## src/hw/rtl/ssc_pkg.sv

```systemverilog
// ----------------------------------------------------------------------------
// ssc_pkg
// Shared types, codes and the step-sequencing function for the sensorless
// six-step commutator.
// ----------------------------------------------------------------------------
package ssc_pkg;

  // Field widths
  localparam int unsigned DutyW     = 16;
  localparam int unsigned TickW     = 16;
  localparam int unsigned IntervalW = 9;
  localparam int unsigned StepW     = 3;
  localparam int unsigned PhaseW    = 2;
  localparam int unsigned CfgIdxW   = 3;
  localparam int unsigned CfgDataW  = 16;

  localparam logic [StepW-1:0] NumSteps = 3'd6;

  // floor(x/15) for x < 512 is (x * 2185) >> 15
  localparam int unsigned RecipW     = 12;
  localparam int unsigned RecipShift = 15;
  localparam logic [RecipW-1:0] Recip15 = 12'd2185;

  // Reset values of the configuration registers
  localparam logic [DutyW-1:0]     MotorDutyRst     = 16'd0;
  localparam logic [DutyW-1:0]     StartupDutyRst   = 16'd500;
  localparam logic [TickW-1:0]     AlignTicksRst    = 16'd1500;
  localparam logic [IntervalW-1:0] FirstIntervalRst = 9'd300;
  localparam logic [IntervalW-1:0] EndIntervalRst   = 9'd25;

  typedef enum logic [1:0] {
    OP_TICK   = 2'd0,
    OP_SAMPLE = 2'd1,
    OP_START  = 2'd2,
    OP_STOP   = 2'd3
  } op_e;

  typedef enum logic [1:0] {
    MODE_IDLE   = 2'd0,
    MODE_ALIGN  = 2'd1,
    MODE_RAMP   = 2'd2,
    MODE_CLOSED = 2'd3
  } mode_e;

  typedef enum logic [CfgIdxW-1:0] {
    CFG_MOTOR_DUTY     = 3'd0,
    CFG_STARTUP_DUTY   = 3'd1,
    CFG_ALIGN_TICKS    = 3'd2,
    CFG_FIRST_INTERVAL = 3'd3,
    CFG_END_INTERVAL   = 3'd4
  } cfg_idx_e;

  localparam logic [PhaseW-1:0] PH_NONE = 2'd0;
  localparam logic [PhaseW-1:0] PH_A    = 2'd1;
  localparam logic [PhaseW-1:0] PH_B    = 2'd2;
  localparam logic [PhaseW-1:0] PH_C    = 2'd3;

  // Bridge pattern and sensing for one step
  typedef struct packed {
    logic [PhaseW-1:0] high_side;
    logic [PhaseW-1:0] low_side;
    logic [DutyW-1:0]  duty;
    logic [PhaseW-1:0] sense_phase;
    logic              sense_rising;
  } drive_t;

  // Step after the given one, wrapping 6 -> 1; shut-down goes to 1
  function automatic logic [StepW-1:0] next_step(input logic [StepW-1:0] s);
    logic [StepW-1:0] r;
    if (s >= NumSteps || s == '0) begin
      r = 3'd1;
    end else begin
      r = s + 3'd1;
    end
    return r;
  endfunction

endpackage

```

## src/hw/rtl/ssc_drive_decode.sv

```systemverilog
// ----------------------------------------------------------------------------
// ssc_drive_decode
// Turns step and mode into the bridge pattern, duty and sense selection.
// ----------------------------------------------------------------------------
module ssc_drive_decode (
  input  logic [ssc_pkg::StepW-1:0] step_i,
  input  ssc_pkg::mode_e            mode_i,
  input  logic [ssc_pkg::DutyW-1:0] motor_duty_i,
  input  logic [ssc_pkg::DutyW-1:0] startup_duty_i,
  output ssc_pkg::drive_t           drive_o
);

  logic [ssc_pkg::StepW-1:0] s;

  // out-of-range step or idle drives nothing
  assign s = (step_i > ssc_pkg::NumSteps || mode_i == ssc_pkg::MODE_IDLE) ? '0 : step_i;

  always_comb begin
    drive_o = '0;
    unique case (s)
      3'd1: begin
        drive_o.high_side   = ssc_pkg::PH_A;
        drive_o.low_side    = ssc_pkg::PH_B;
        drive_o.sense_phase = ssc_pkg::PH_C;
        drive_o.sense_rising = 1'b1;
      end
      3'd2: begin
        drive_o.high_side   = ssc_pkg::PH_A;
        drive_o.low_side    = ssc_pkg::PH_C;
        drive_o.sense_phase = ssc_pkg::PH_B;
        drive_o.sense_rising = 1'b0;
      end
      3'd3: begin
        drive_o.high_side   = ssc_pkg::PH_B;
        drive_o.low_side    = ssc_pkg::PH_C;
        drive_o.sense_phase = ssc_pkg::PH_A;
        drive_o.sense_rising = 1'b1;
      end
      3'd4: begin
        drive_o.high_side   = ssc_pkg::PH_B;
        drive_o.low_side    = ssc_pkg::PH_A;
        drive_o.sense_phase = ssc_pkg::PH_C;
        drive_o.sense_rising = 1'b0;
      end
      3'd5: begin
        drive_o.high_side   = ssc_pkg::PH_C;
        drive_o.low_side    = ssc_pkg::PH_A;
        drive_o.sense_phase = ssc_pkg::PH_B;
        drive_o.sense_rising = 1'b1;
      end
      3'd6: begin
        drive_o.high_side   = ssc_pkg::PH_C;
        drive_o.low_side    = ssc_pkg::PH_B;
        drive_o.sense_phase = ssc_pkg::PH_A;
        drive_o.sense_rising = 1'b0;
      end
      default: begin
        drive_o.high_side   = ssc_pkg::PH_NONE;
        drive_o.low_side    = ssc_pkg::PH_NONE;
        drive_o.sense_phase = ssc_pkg::PH_NONE;
        drive_o.sense_rising = 1'b0;
      end
    endcase

    if (s == '0) begin
      drive_o.duty = '0;
    end else if (mode_i == ssc_pkg::MODE_CLOSED) begin
      drive_o.duty = motor_duty_i;
    end else begin
      drive_o.duty = startup_duty_i;
    end
  end

endmodule

```

## src/hw/rtl/sensorless_six_step_commutator.sv

```systemverilog
// ----------------------------------------------------------------------------
// sensorless_six_step_commutator
// Six-step sensorless commutator: align, open-loop ramp, then back-EMF
// driven commutation, with one result transfer per input transfer.
// ----------------------------------------------------------------------------
//
//  channel | direction | handshake               | payload
//  --------+-----------+-------------------------+------------------------------
//  input   | in        | in_valid_i / in_ready_o | op_i, comparator_i
//  result  | out       | out_valid_o/out_ready_i | high_side_o, low_side_o,
//          |           |                         | pwm_duty_o, sense_phase_o,
//          |           |                         | sense_rising_o, step_o, mode_o
//  config  | in        | cfg_valid_i/cfg_ready_o | cfg_index_i, cfg_data_i
//
//  One input transfer per cycle while in_ready_o is high; its result sits in
//  the result register from the cycle after. Throughput is set by the single
//  result register: in_ready_o is high while that register is empty or being
//  drained in the same cycle. Reset clears step, mode, tick count and interval
//  and loads the configuration defaults. A stalled result holds and blocks new
//  input only until it is taken. cfg_ready_o is always high.
//
module sensorless_six_step_commutator (
  input  logic                           clk_i,
  input  logic                           rst_ni,

  input  logic                           in_valid_i,
  output logic                           in_ready_o,
  input  logic [1:0]                     op_i,
  input  logic                           comparator_i,

  output logic                           out_valid_o,
  input  logic                           out_ready_i,
  output logic [ssc_pkg::PhaseW-1:0]     high_side_o,
  output logic [ssc_pkg::PhaseW-1:0]     low_side_o,
  output logic [ssc_pkg::DutyW-1:0]      pwm_duty_o,
  output logic [ssc_pkg::PhaseW-1:0]     sense_phase_o,
  output logic                           sense_rising_o,
  output logic [ssc_pkg::StepW-1:0]      step_o,
  output logic [1:0]                     mode_o,

  input  logic                           cfg_valid_i,
  output logic                           cfg_ready_o,
  input  logic [ssc_pkg::CfgIdxW-1:0]    cfg_index_i,
  input  logic [ssc_pkg::CfgDataW-1:0]   cfg_data_i
);

  // Configuration registers
  logic [ssc_pkg::DutyW-1:0]     motor_duty_q, startup_duty_q;
  logic [ssc_pkg::TickW-1:0]     align_ticks_q;
  logic [ssc_pkg::IntervalW-1:0] first_interval_q, end_interval_q;

  // Commutation state
  logic [ssc_pkg::StepW-1:0]     step_q, step_d;
  ssc_pkg::mode_e                mode_q, mode_d;
  logic [ssc_pkg::TickW-1:0]     tick_q, tick_d;
  logic [ssc_pkg::IntervalW-1:0] interval_q, interval_d;

  // Result register
  logic                          out_valid_q, out_valid_d;
  ssc_pkg::drive_t               drive_q, drive_d;
  logic [ssc_pkg::StepW-1:0]     res_step_q;
  ssc_pkg::mode_e                res_mode_q;

  logic in_xfer;
  logic [ssc_pkg::TickW-1:0] tick_inc;

  // Interval shrink: interval - (interval/15 + 1), floored at zero.
  // The divide is a multiply by a reciprocal, exact for 9-bit intervals.
  localparam int unsigned ProdW = ssc_pkg::IntervalW + ssc_pkg::RecipW;
  logic [ProdW-1:0]              prod;
  logic [ssc_pkg::IntervalW-1:0] quot, dec, shrunk;

  assign in_ready_o  = !out_valid_q || out_ready_i;
  assign in_xfer     = in_valid_i && in_ready_o;
  assign cfg_ready_o = 1'b1;

  assign tick_inc = tick_q + 16'd1;
  assign prod     = ProdW'(interval_q) * ProdW'(ssc_pkg::Recip15);
  assign quot     = ssc_pkg::IntervalW'(prod >> ssc_pkg::RecipShift);
  assign dec      = quot + 9'd1;
  assign shrunk   = (interval_q > dec) ? (interval_q - dec) : '0;

  // Next state for the item being transferred in
  always_comb begin
    step_d     = step_q;
    mode_d     = mode_q;
    tick_d     = tick_q;
    interval_d = interval_q;
    if (in_xfer) begin
      unique case (ssc_pkg::op_e'(op_i))
        ssc_pkg::OP_START: begin
          // also restarts alignment when already running
          step_d     = 3'd1;
          mode_d     = ssc_pkg::MODE_ALIGN;
          tick_d     = '0;
          interval_d = first_interval_q;
        end
        ssc_pkg::OP_STOP: begin
          step_d     = '0;
          mode_d     = ssc_pkg::MODE_IDLE;
          tick_d     = '0;
          interval_d = '0;
        end
        ssc_pkg::OP_TICK: begin
          if (mode_q == ssc_pkg::MODE_ALIGN) begin
            tick_d = tick_inc;
            if (tick_inc >= align_ticks_q) begin
              mode_d = ssc_pkg::MODE_RAMP;
              tick_d = '0;
            end
          end else if (mode_q == ssc_pkg::MODE_RAMP) begin
            tick_d = tick_inc;
            if (tick_inc >= ssc_pkg::TickW'(interval_q)) begin
              tick_d     = '0;
              interval_d = shrunk;
              // ramp end keeps the step that is on
              if (shrunk < end_interval_q) begin
                mode_d = ssc_pkg::MODE_CLOSED;
              end else begin
                step_d = ssc_pkg::next_step(step_q);
              end
            end
          end
        end
        ssc_pkg::OP_SAMPLE: begin
          // odd steps wait for a high comparator, even steps for a low one
          if (mode_q == ssc_pkg::MODE_CLOSED && step_q >= 3'd1 &&
              step_q <= ssc_pkg::NumSteps && (step_q[0] == comparator_i)) begin
            step_d = ssc_pkg::next_step(step_q);
          end
        end
        default: begin
          step_d = step_q;
        end
      endcase
    end
  end

  ssc_drive_decode u_decode (
    .step_i         (step_d),
    .mode_i         (mode_d),
    .motor_duty_i   (motor_duty_q),
    .startup_duty_i (startup_duty_q),
    .drive_o        (drive_d)
  );

  assign out_valid_d = in_xfer || (out_valid_q && !out_ready_i);

  always_ff @(posedge clk_i or negedge rst_ni) begin
    if (!rst_ni) begin
      motor_duty_q     <= ssc_pkg::MotorDutyRst;
      startup_duty_q   <= ssc_pkg::StartupDutyRst;
      align_ticks_q    <= ssc_pkg::AlignTicksRst;
      first_interval_q <= ssc_pkg::FirstIntervalRst;
      end_interval_q   <= ssc_pkg::EndIntervalRst;
    end else if (cfg_valid_i) begin
      unique case (cfg_index_i)
        ssc_pkg::CFG_MOTOR_DUTY:     motor_duty_q     <= cfg_data_i;
        ssc_pkg::CFG_STARTUP_DUTY:   startup_duty_q   <= cfg_data_i;
        ssc_pkg::CFG_ALIGN_TICKS:    align_ticks_q    <= cfg_data_i;
        ssc_pkg::CFG_FIRST_INTERVAL: first_interval_q <= cfg_data_i[ssc_pkg::IntervalW-1:0];
        ssc_pkg::CFG_END_INTERVAL:   end_interval_q   <= cfg_data_i[ssc_pkg::IntervalW-1:0];
        default: begin
          // unmapped index, write dropped
          motor_duty_q <= motor_duty_q;
        end
      endcase
    end
  end

  always_ff @(posedge clk_i or negedge rst_ni) begin
    if (!rst_ni) begin
      step_q      <= '0;
      mode_q      <= ssc_pkg::MODE_IDLE;
      tick_q      <= '0;
      interval_q  <= '0;
      out_valid_q <= 1'b0;
    end else begin
      step_q      <= step_d;
      mode_q      <= mode_d;
      tick_q      <= tick_d;
      interval_q  <= interval_d;
      out_valid_q <= out_valid_d;
    end
  end

  // Result payload, loaded on each input transfer
  always_ff @(posedge clk_i) begin
    if (in_xfer) begin
      drive_q    <= drive_d;
      res_step_q <= step_d;
      res_mode_q <= mode_d;
    end
  end

  assign out_valid_o    = out_valid_q;
  assign high_side_o    = drive_q.high_side;
  assign low_side_o     = drive_q.low_side;
  assign pwm_duty_o     = drive_q.duty;
  assign sense_phase_o  = drive_q.sense_phase;
  assign sense_rising_o = drive_q.sense_rising;
  assign step_o         = res_step_q;
  assign mode_o         = res_mode_q;

`ifndef SYNTHESIS
  // Shut down exactly when idle
  a_idle_step: assert property (@(posedge clk_i) disable iff (!rst_ni)
    (mode_q == ssc_pkg::MODE_IDLE) == (step_q == '0))
    else $error("step and mode disagree on shut-down");

  a_step_range: assert property (@(posedge clk_i) disable iff (!rst_ni)
    step_q <= ssc_pkg::NumSteps)
    else $error("commutation step out of range");

  a_stop_idles: assert property (@(posedge clk_i) disable iff (!rst_ni)
    (in_xfer && op_i == ssc_pkg::OP_STOP) |=> (mode_q == ssc_pkg::MODE_IDLE && tick_q == '0))
    else $error("stop did not shut down");

  a_xfer_result: assert property (@(posedge clk_i) disable iff (!rst_ni)
    in_xfer |=> (out_valid_o && step_o == step_q && mode_o == mode_q))
    else $error("result does not match state after transfer");
`endif

endmodule

```

## config.mk

```make
export PLATFORM = sky130hd
export DESIGN_NAME = sensorless_six_step_commutator
export DESIGN_NICKNAME = d
export VERILOG_FILES = /design/src/hw/rtl/ssc_pkg.sv /design/src/hw/rtl/ssc_drive_decode.sv /design/src/hw/rtl/sensorless_six_step_commutator.sv
export SDC_FILE = /design/constraint.sdc
export NUM_CORES = 1
export LEC_CHECK = 0
export BUFFER_PORTS_ARGS = -buffer_cell sky130_fd_sc_hd__buf_2
export CAP_MARGIN = 10
export CORE_MARGIN = 8
export CORE_UTILIZATION = 40
export DETAILED_ROUTE_END_ITERATION = 16
export PLACE_DENSITY_LB_ADDON = 0.15
export SLEW_MARGIN = 20
export SYNTH_ARGS = -nofsm -noshare
export SYNTH_HDL_FRONTEND = slang
export SYNTH_HIERARCHICAL = 1
export SYNTH_SLANG_ARGS = --single-unit
```

## constraint.sdc

```tcl
create_clock -name clk_i -period 11.6 [get_ports clk_i]
set_input_delay 1.16 -clock clk_i [delete_from_list [all_inputs] [get_ports clk_i]]
set_output_delay 1.16 -clock clk_i [all_outputs]
set_load 0.02 [all_outputs]
```

==> qor.txt, run 1 <==
=================================================================================
Ports                                                                          58
Power share of the clock group                                              23.8%
Hold violation total from the final report                                      0
Flip-flop and latch area                                              0.00329 mm2
Switching power of the nets                                              0.883 mW
Pwr Density                                                            236 mW/mm2
Run status                                                              completed
Worst hold-check slack                                                   0.505 ns
Critical Path RT                                                         11.77 ns
Global-route congestion overflow total                                          0
Worst Skew                                                             0.00960 ns
Critical-path maximum fanout                                                   12
Highest clock frequency the design can meet                             0.113 GHz
Width of the die                                                           158 um
Clock-pin transition on the worst setup and hold timing paths             0.06 ns
Final cycle utilization of the critical path                                76.2%
Final routed wirelength across all metal layers                          19600 um
Layout overhead on the synthesized area                                     14.4%
Synth Register Bits                                                           125
Kind of cell adding the most delay to the critical path              compound AO/OA/AOI/OAI gates
Delay contributed by the slowest stage of the critical path               0.75 ns
Later-pin clock latency in the skew report                                0.42 ns
Number of buffers inserted to repair setup after CTS                            0
Die ar.                                                                0.0249 mm2
Transition time at the pin with the least slew margin                     1.05 ns
Floorplan core area                                                    0.0200 mm2
First DRT Iteration DRCs                                                      398
Minimum clock period after layout                                         8.84 ns
Area share of the leading cell type in the synthesized netlist              23.9%
Slew margin rel.                                                            29.5%
Total iterations of the first detailed-routing run                              5
Global-route wire length before repair                                   32400 um
Via count                                                                    6011
CTS sink cnt                                                                  125
Root Buffer Master                                                   sky130_fd_sc_hd__clkbuf_16
Maximum Capacitance Violations                                                  0
Worst IR Drop VDD                                                        0.116 mV
Cells after Synth                                                             787
Fraction of layout instances using a drive strength above 1                 21.7%
Post-synthesis area per instance                                         10.2 um2
Worst Path Class, Setup                                                reg -> reg
Setup violations, final                                                         0
Fin Setup TNS                                                                0 ns
Post-CTS Resized                                                                0
Worst Hold Endpoint                                                  first_interval_q[1]
Antenna-violating nets left                                                     0
Largest area contributor in the netlist                              sky130_fd_sc_hd__dfrtp_1
Arrival time of data at the critical path endpoint                        9.01 ns
Tightest Hold Check Type                                               reg -> reg
Comb power frac                                                             47.5%
Launch instance of the worst min-delay path                          first_interval_q[1]
Internal Dissipation                                                      1.29 mW
Seq pwr share                                                               28.7%
Switching share of power                                                    40.6%
Number of nets at the end of the flow                                         967
Largest net degree at the start of global routing                              62
Detail-routed net length per standard cell                                17.4 um
Count of standard-cell rows                                                    52
Via count normalized by instance count                                       5.33
Top_reg_cell synth                                                   sky130_fd_sc_hd__dfrtp_1
Count of filler cells inserted in the layout                                 1874
Number of diodes added for antenna fixing                                       0
Effective utilization at floorplan                                          40.3%
Via count of the first global-routing pass                                   6205
Depth of the CTS H-tree                                                         4
Fraction of synthesis flops using an asynchronous set or reset pin          77.6%
Final GP Congestion                                                         0.863
Sequential-to-total area share from yosys stat                              40.9%
Global-route total usage across every layer                                 16.6%
Yosys warning total                                                             6
Slowest cell on the critical path                                    sky130_fd_sc_hd__o21ai_0
Buf+Inv Stages, Crit Path                                                       4
Post-synth EDFFs                                                               28
Height of the die                                                          158 um
Initial antenna violation count                                                 0
Slack of the worst reg-to-reg path                                        2.76 ns
Worst reg2reg path startpoint                                        interval_q[8]
CTS tree                                                                     done
Number of library cell types mapped by synthesis                               80
Ranking of synthesized cells by area                                 sky130_fd_sc_hd__dfrtp_1 24%, sky130_fd_sc_hd__ha_1 14%, sky130_fd_sc_hd__edfxtp_1 10%
Startpoint types                                                         register
Hold-critical path depth                                                        1
Cell leakage power                                                        4.29 nW
Total CTS buffers                                                              17
R2r worst-path depth                                                           33
Setup repair after global routing missed its margin                            no
Number of slew-limit violations in the final report                             0
Cell with the most instances on the worst path                       sky130_fd_sc_hd__ha_1
Most frequent cells after synthesis                                  95 x sky130_fd_sc_hd__nand2_1, 90 x sky130_fd_sc_hd__ha_1, 77 x sky130_fd_sc_hd__dfrtp_1
Cts-stage hold buffer count                                                     0
Area of combinational cells with multiple inputs                      0.00444 mm2
Total of buffers placed on input and output ports                              56
Post-Synthesis Cell Area                                              0.00806 mm2
Maximum buffer depth of the clock tree                                          2
Count leader, synth                                                  sky130_fd_sc_hd__nand2_1
Crit Reg-Reg Endpoint                                                high_side_o[1]
Category of the worst setup path capture point                           register
Detailed-placement wirelength estimate                                   14600 um
DRC Markers                                                                     0
=================================================================================
## power by group through the flow
stage | combinational, mW | sequential (mW) | clock, mW
2_1_floorplan | 0.766 | 0.619 | 0
3_3_place_gp | 0.996 | 0.627 | 0
3_5_place_dp | 1.02 | 0.632 | 0
4_1_cts | 1.04 | 0.624 | 0.527
5_1_grt | 1.18 | 0.635 | 0.546
6_report | 1.03 | 0.623 | 0.518
## worst reg2reg max path: cells and delay by family, from the launching register on
family / cells / cell delay, ns
muxes: 1 / 0.26
and+or+nand+nor: 11 / 2.18
adders and majority gates: 7 / 2.01
buffers and inverters: 4 / 0.38
AOI/OAI and AO/OA: 9 / 2.87
DFF: 1 / 0.60
xor gates and xnor gates: 1 / 0.30
## layout make-up
type                    instances  area share [%]
inverters                      64            2.61
multi-input cells             573            48.1
well taps                     270            3.66
flip-flops and latches        125            35.7
clock buffers                  18            4.76
repair buffers                 63            3.64
clock inverters                14            1.47
## cell families after synthesis
kind of cell               after synthesis  share of synthesized area, %
xor gates and xnor gates                27                          3.11
AOI/OAI and AO/OA                      165                          13.7
buffers and inverters                   90                          4.58
and+or+nand+nor                        224                          14.0
DFF                                    125                          40.9
muxes                                   59                          8.20
adders and majority gates               96                          15.5
other                                    1                        0.0466
## metrics by stage
step	std cells	power, mW	worst slack (ns)	cell area [um2]	utilization, %
after detailed placement	1095	1.66	2.86	8640	43.3
after global routing	1127	2.36	2.10	9220	46.1
after global placement	1095	1.62	3.18	8640	43.3
final	1127	2.17	2.76	9220	46.1
after CTS	1127	2.19	2.81	9210	46.1
after floorplan	788	1.39	3.43	8060	-
## how the worst max path moves through the flow
stage                  start             end  slack, ns  cells after the start
3_5_place_dp   interval_q[8]  high_side_o[1]       2.86                     33
4_1_cts        interval_q[8]  high_side_o[1]       2.81                     33
6_report       interval_q[8]  high_side_o[1]       2.76                     33
5_1_grt        interval_q[8]  high_side_o[1]       2.10                     35
2_1_floorplan  interval_q[4]  high_side_o[1]       3.43                     33
3_3_place_gp   interval_q[8]  high_side_o[1]       3.18                     35
## registers in the layout, summed over array words and instances (netlist names), 3 cells and up
signal,cells
end_interval_q,9
pwm_duty_o,16
motor_duty_q,16
tick_q,16
startup_duty_q,16
first_interval_q,9
interval_q,9
align_ticks_q,16
step_q,3
step_o,3
## placed cells by master (no fill, tap or decap), types with 4 or more instances in the layout
master and count:
sky130_fd_sc_hd__ha_1 90, sky130_fd_sc_hd__edfxtp_1 28, sky130_fd_sc_hd__inv_1 64, sky130_fd_sc_hd__dfstp_2 20
sky130_fd_sc_hd__and3_1 9, sky130_fd_sc_hd__o21ai_0 59, sky130_fd_sc_hd__a22o_1 7, sky130_fd_sc_hd__nand4_1 8
sky130_fd_sc_hd__fa_1 6, sky130_fd_sc_hd__or2_2 4, sky130_fd_sc_hd__mux2_2 44, sky130_fd_sc_hd__a21oi_1 38
sky130_fd_sc_hd__and2_1 10, sky130_fd_sc_hd__buf_2 55, sky130_fd_sc_hd__xor2_1 14, sky130_fd_sc_hd__a21o_1 10
sky130_fd_sc_hd__buf_4 8, sky130_fd_sc_hd__dfrtp_1 77, sky130_fd_sc_hd__nand2_1 95, sky130_fd_sc_hd__clkbuf_16 17
sky130_fd_sc_hd__inv_6 4, sky130_fd_sc_hd__a32oi_1 6, sky130_fd_sc_hd__nand2b_1 6, sky130_fd_sc_hd__o31ai_1 5
sky130_fd_sc_hd__nor2_1 38, sky130_fd_sc_hd__nor3_1 10, sky130_fd_sc_hd__mux2i_1 12, sky130_fd_sc_hd__xnor2_1 12
sky130_fd_sc_hd__nand3_1 11
## routing by layer
layer,track usage (%),wire [um]
met1,21.4,9040
met4,4.71,251
met2,27.8,9690
met3,2.95,662
met5,0,0
(Power assumes the default switching activity.)
==> inputs of run 2 (changes only) <==
==> constraint.sdc (replaced) <==
create_clock -name clk_i -period 8.9 [get_ports clk_i]
set_input_delay 0.89 -clock clk_i [delete_from_list [all_inputs] [get_ports clk_i]]
set_output_delay 0.89 -clock clk_i [all_outputs]
set_load 0.02 [all_outputs]
==> run 2 against run 1 <==
Net effect: register-to-register slack lost 2.1 ns; worst hold slack lost 0.12 ns; sequential power grew 30%; critical path depth grew 1; die area is the same; core utilization grew 0.056 points; clock power grew 31%; clock skew grew 0.0023 ns; critical endpoint unchanged.
==> qor.txt, run 2 (synthesized netlist as in run 1, its figures left out) <==
============================================================================
Root Buffer Master                                              sky130_fd_sc_hd__clkbuf_16
Total Power Consumption                                              2.84 mW   +31%
Buf+Inv Stages, Crit Path                                                  5   +1
Maximum buffer depth of the clock tree                                     2   unchanged
Via count                                                               6088   +1.3%
Global-route congestion overflow total                                     0   unchanged
Cell with the most instances on the worst path                  sky130_fd_sc_hd__ha_1
Slew margin rel.                                                       36.1%   +6.6 points
Cell leakage power                                                   4.30 nW   +0.28%
Hold violation total from the final report                                 0   unchanged
Die ar.                                                           0.0249 mm2   unchanged
Final routed wirelength across all metal layers                     19700 um   +0.40%
Largest net degree at the start of global routing                         72   +16%
Number of slew-limit violations in the final report                        0   unchanged
Flip-flop and latch area                                         0.00329 mm2   unchanged
Final cycle utilization of the critical path                           92.7%   +16 points
Startpoint types                                                    register
Final GP Congestion                                                    0.888   +2.9%
Slack of the worst reg-to-reg path                                   0.65 ns   -2.10 ns
Crit path depth                                                           34   +3.0%
Via count normalized by instance count                                  5.40   +1.2%
Total of buffers placed on input and output ports                         56   unchanged
Detail-routed net length per standard cell                           17.5 um   +0.31%
Worst Setup Slack, final                                            0.651 ns   -2.10 ns
Total CTS buffers                                                         17   unchanged
Number of nets at the end of the flow                                    968   +0.10%
Clock-pin transition on the worst setup and hold timing paths        0.07 ns   about the same
Launching element of the worst setup path                       interval_q[8]
Critical-path maximum fanout                                              12   unchanged
Setup violations, final                                                    0   unchanged
Critical Path RT                                                     9.07 ns   -2.70 ns
Worst Path Class, Setup                                           reg -> reg
Minimum clock period after layout                                    8.25 ns   -0.595 ns
Ports                                                                     58   unchanged
Cts-stage hold buffer count                                                0   unchanged
Minimum setup slack after placement                                 0.696 ns   -2.17 ns
Endpoint of the most critical setup path                        high_side_o[1]
Filler-free cell count of the finished design                           1128   +0.089%
DRC Markers                                                                0   unchanged
Worst reg2reg path startpoint                                   interval_q[8]
Total iterations of the first detailed-routing run                         5   unchanged
Number of diodes added for antenna fixing                                  0   unchanged
Count of standard-cell rows                                               52   unchanged
Area of combinational cells with multiple inputs                 0.00444 mm2   unchanged
Count of filler cells inserted in the layout                            1898   +1.3%
Kind of cell adding the most delay to the critical path         compound AO/OA/AOI/OAI gates
Transition time at the pin with the least slew margin               0.950 ns   -0.0986 ns
Depth of the CTS H-tree                                                    4   unchanged
Cell Count Post-Placement                                               1096   +0.091%
CTS sink cnt                                                             125   unchanged
Floorplan core area                                               0.0200 mm2   unchanged
Later-pin clock latency in the skew report                           0.42 ns   about the same
Worst IR Drop VDD                                                   0.157 mV   +36%
Width of the die                                                      158 um   unchanged
Maximum Capacitance Violations                                             0   unchanged
Delay contributed by the slowest stage of the critical path          0.60 ns   -0.15 ns
Layout overhead on the synthesized area                                14.6%
Via count of the first global-routing pass                              6352   +2.4%
First DRT Iteration DRCs                                                 449   +13%
Global-route wire length before repair                              33100 um   +2.1%
Pwr Density                                                       308 mW/mm2   +31%
Effective utilization at floorplan                                     40.3%   unchanged
Worst Skew                                                         0.0119 ns   +0.00227 ns
Tightest Hold Check Type                                         in -> async
Most frequent cells in the layout                               95 x sky130_fd_sc_hd__nand2_1, 90 x sky130_fd_sc_hd__ha_1, 77 x sky130_fd_sc_hd__dfrtp_1, 64 x sky130_fd_sc_hd__inv_1, 59 x sky130_fd_sc_hd__o21ai_0
Highest clock frequency the design can meet                        0.121 GHz   +7.2%
Detailed-placement wirelength estimate                              14700 um   +0.76%
Initial antenna violation count                                            0   unchanged
Post-CTS Resized                                                           0   unchanged
Slowest cell on the critical path                               sky130_fd_sc_hd__dfrtp_1
Run status                                                         completed
Global-route total usage across every layer                            16.8%   +0.26 points
Fin Setup TNS                                                           0 ns   unchanged
R2r worst-path depth                                                      34   +3.0%
Most common cell after layout, fill and taps aside              sky130_fd_sc_hd__nand2_1
Antenna-violating nets left                                                0   unchanged
Fraction of layout instances using a drive strength above 1            21.8%   +0.091 points
Setup repair after global routing missed its margin                       no
Height of the die                                                     158 um   unchanged
CTS tree                                                                done
Number of buffers inserted to repair setup after CTS                       0   unchanged
Crit Reg-Reg Endpoint                                           high_side_o[1]
Category of the worst setup path capture point                      register
Worst hold-check slack                                              0.382 ns   -0.123 ns
Arrival time of data at the critical path endpoint                   8.42 ns   -0.59 ns
============================================================================
## run 2: cell count changes in the layout (fill, tap and decap cells not counted), sizes merged
cell and change:
clkbuf -1, clkinv +1, inv +2, buf +1
clkinvlp -2
## run 2: area by class of cell
cell class	count	share of cell area, %
multi-input combinational	573	48.1
sequential	125	35.7
clock buffer	17	4.61
timing repair buffer	64	3.71
tap	270	3.66
inverter	64	2.60
clock inverter	15	1.65
## run 2: power by group
group,internal [mW],switching (mW)
registers,0.718,0.0940
logic,0.571,0.783
clock network,0.393,0.283
## run 2: stage by stage
| step | area (um2) | util, % |
|---|---|---|
| 2_1_floorplan | 8060 | - |
| 6_report | 9230 | 46.2 |
| 5_1_grt | 9230 | 46.2 |
| 3_3_place_gp | 8650 | 43.3 |
| 3_5_place_dp | 8650 | 43.3 |
| 4_1_cts | 9230 | 46.2 |
## run 2: worst min-delay path by stage
stage | start | end | slack [ns] | cells after the start
after detailed placement | startup_duty_q[1] | startup_duty_q[1] | 0.50 | 1
after floorplan | first_interval_q[4] | first_interval_q[4] | 0.48 | 1
after CTS | rst_ni | startup_duty_q[12] | 0.38 | 1
after global placement | startup_duty_q[1] | startup_duty_q[1] | 0.49 | 1
final | rst_ni | startup_duty_q[12] | 0.38 | 1
after global routing | rst_ni | startup_duty_q[12] | 0.39 | 1
## run 2: per-layer routing
layer  global-route usage [%]  wire length, um  vias to the layer above
met5                        0                0                        -
met4                     5.62              336                        0
met3                     3.19              872                       28
met2                     28.1             9570                      141
met1                     21.4             8940                     2991
li1                         -                -                     2928
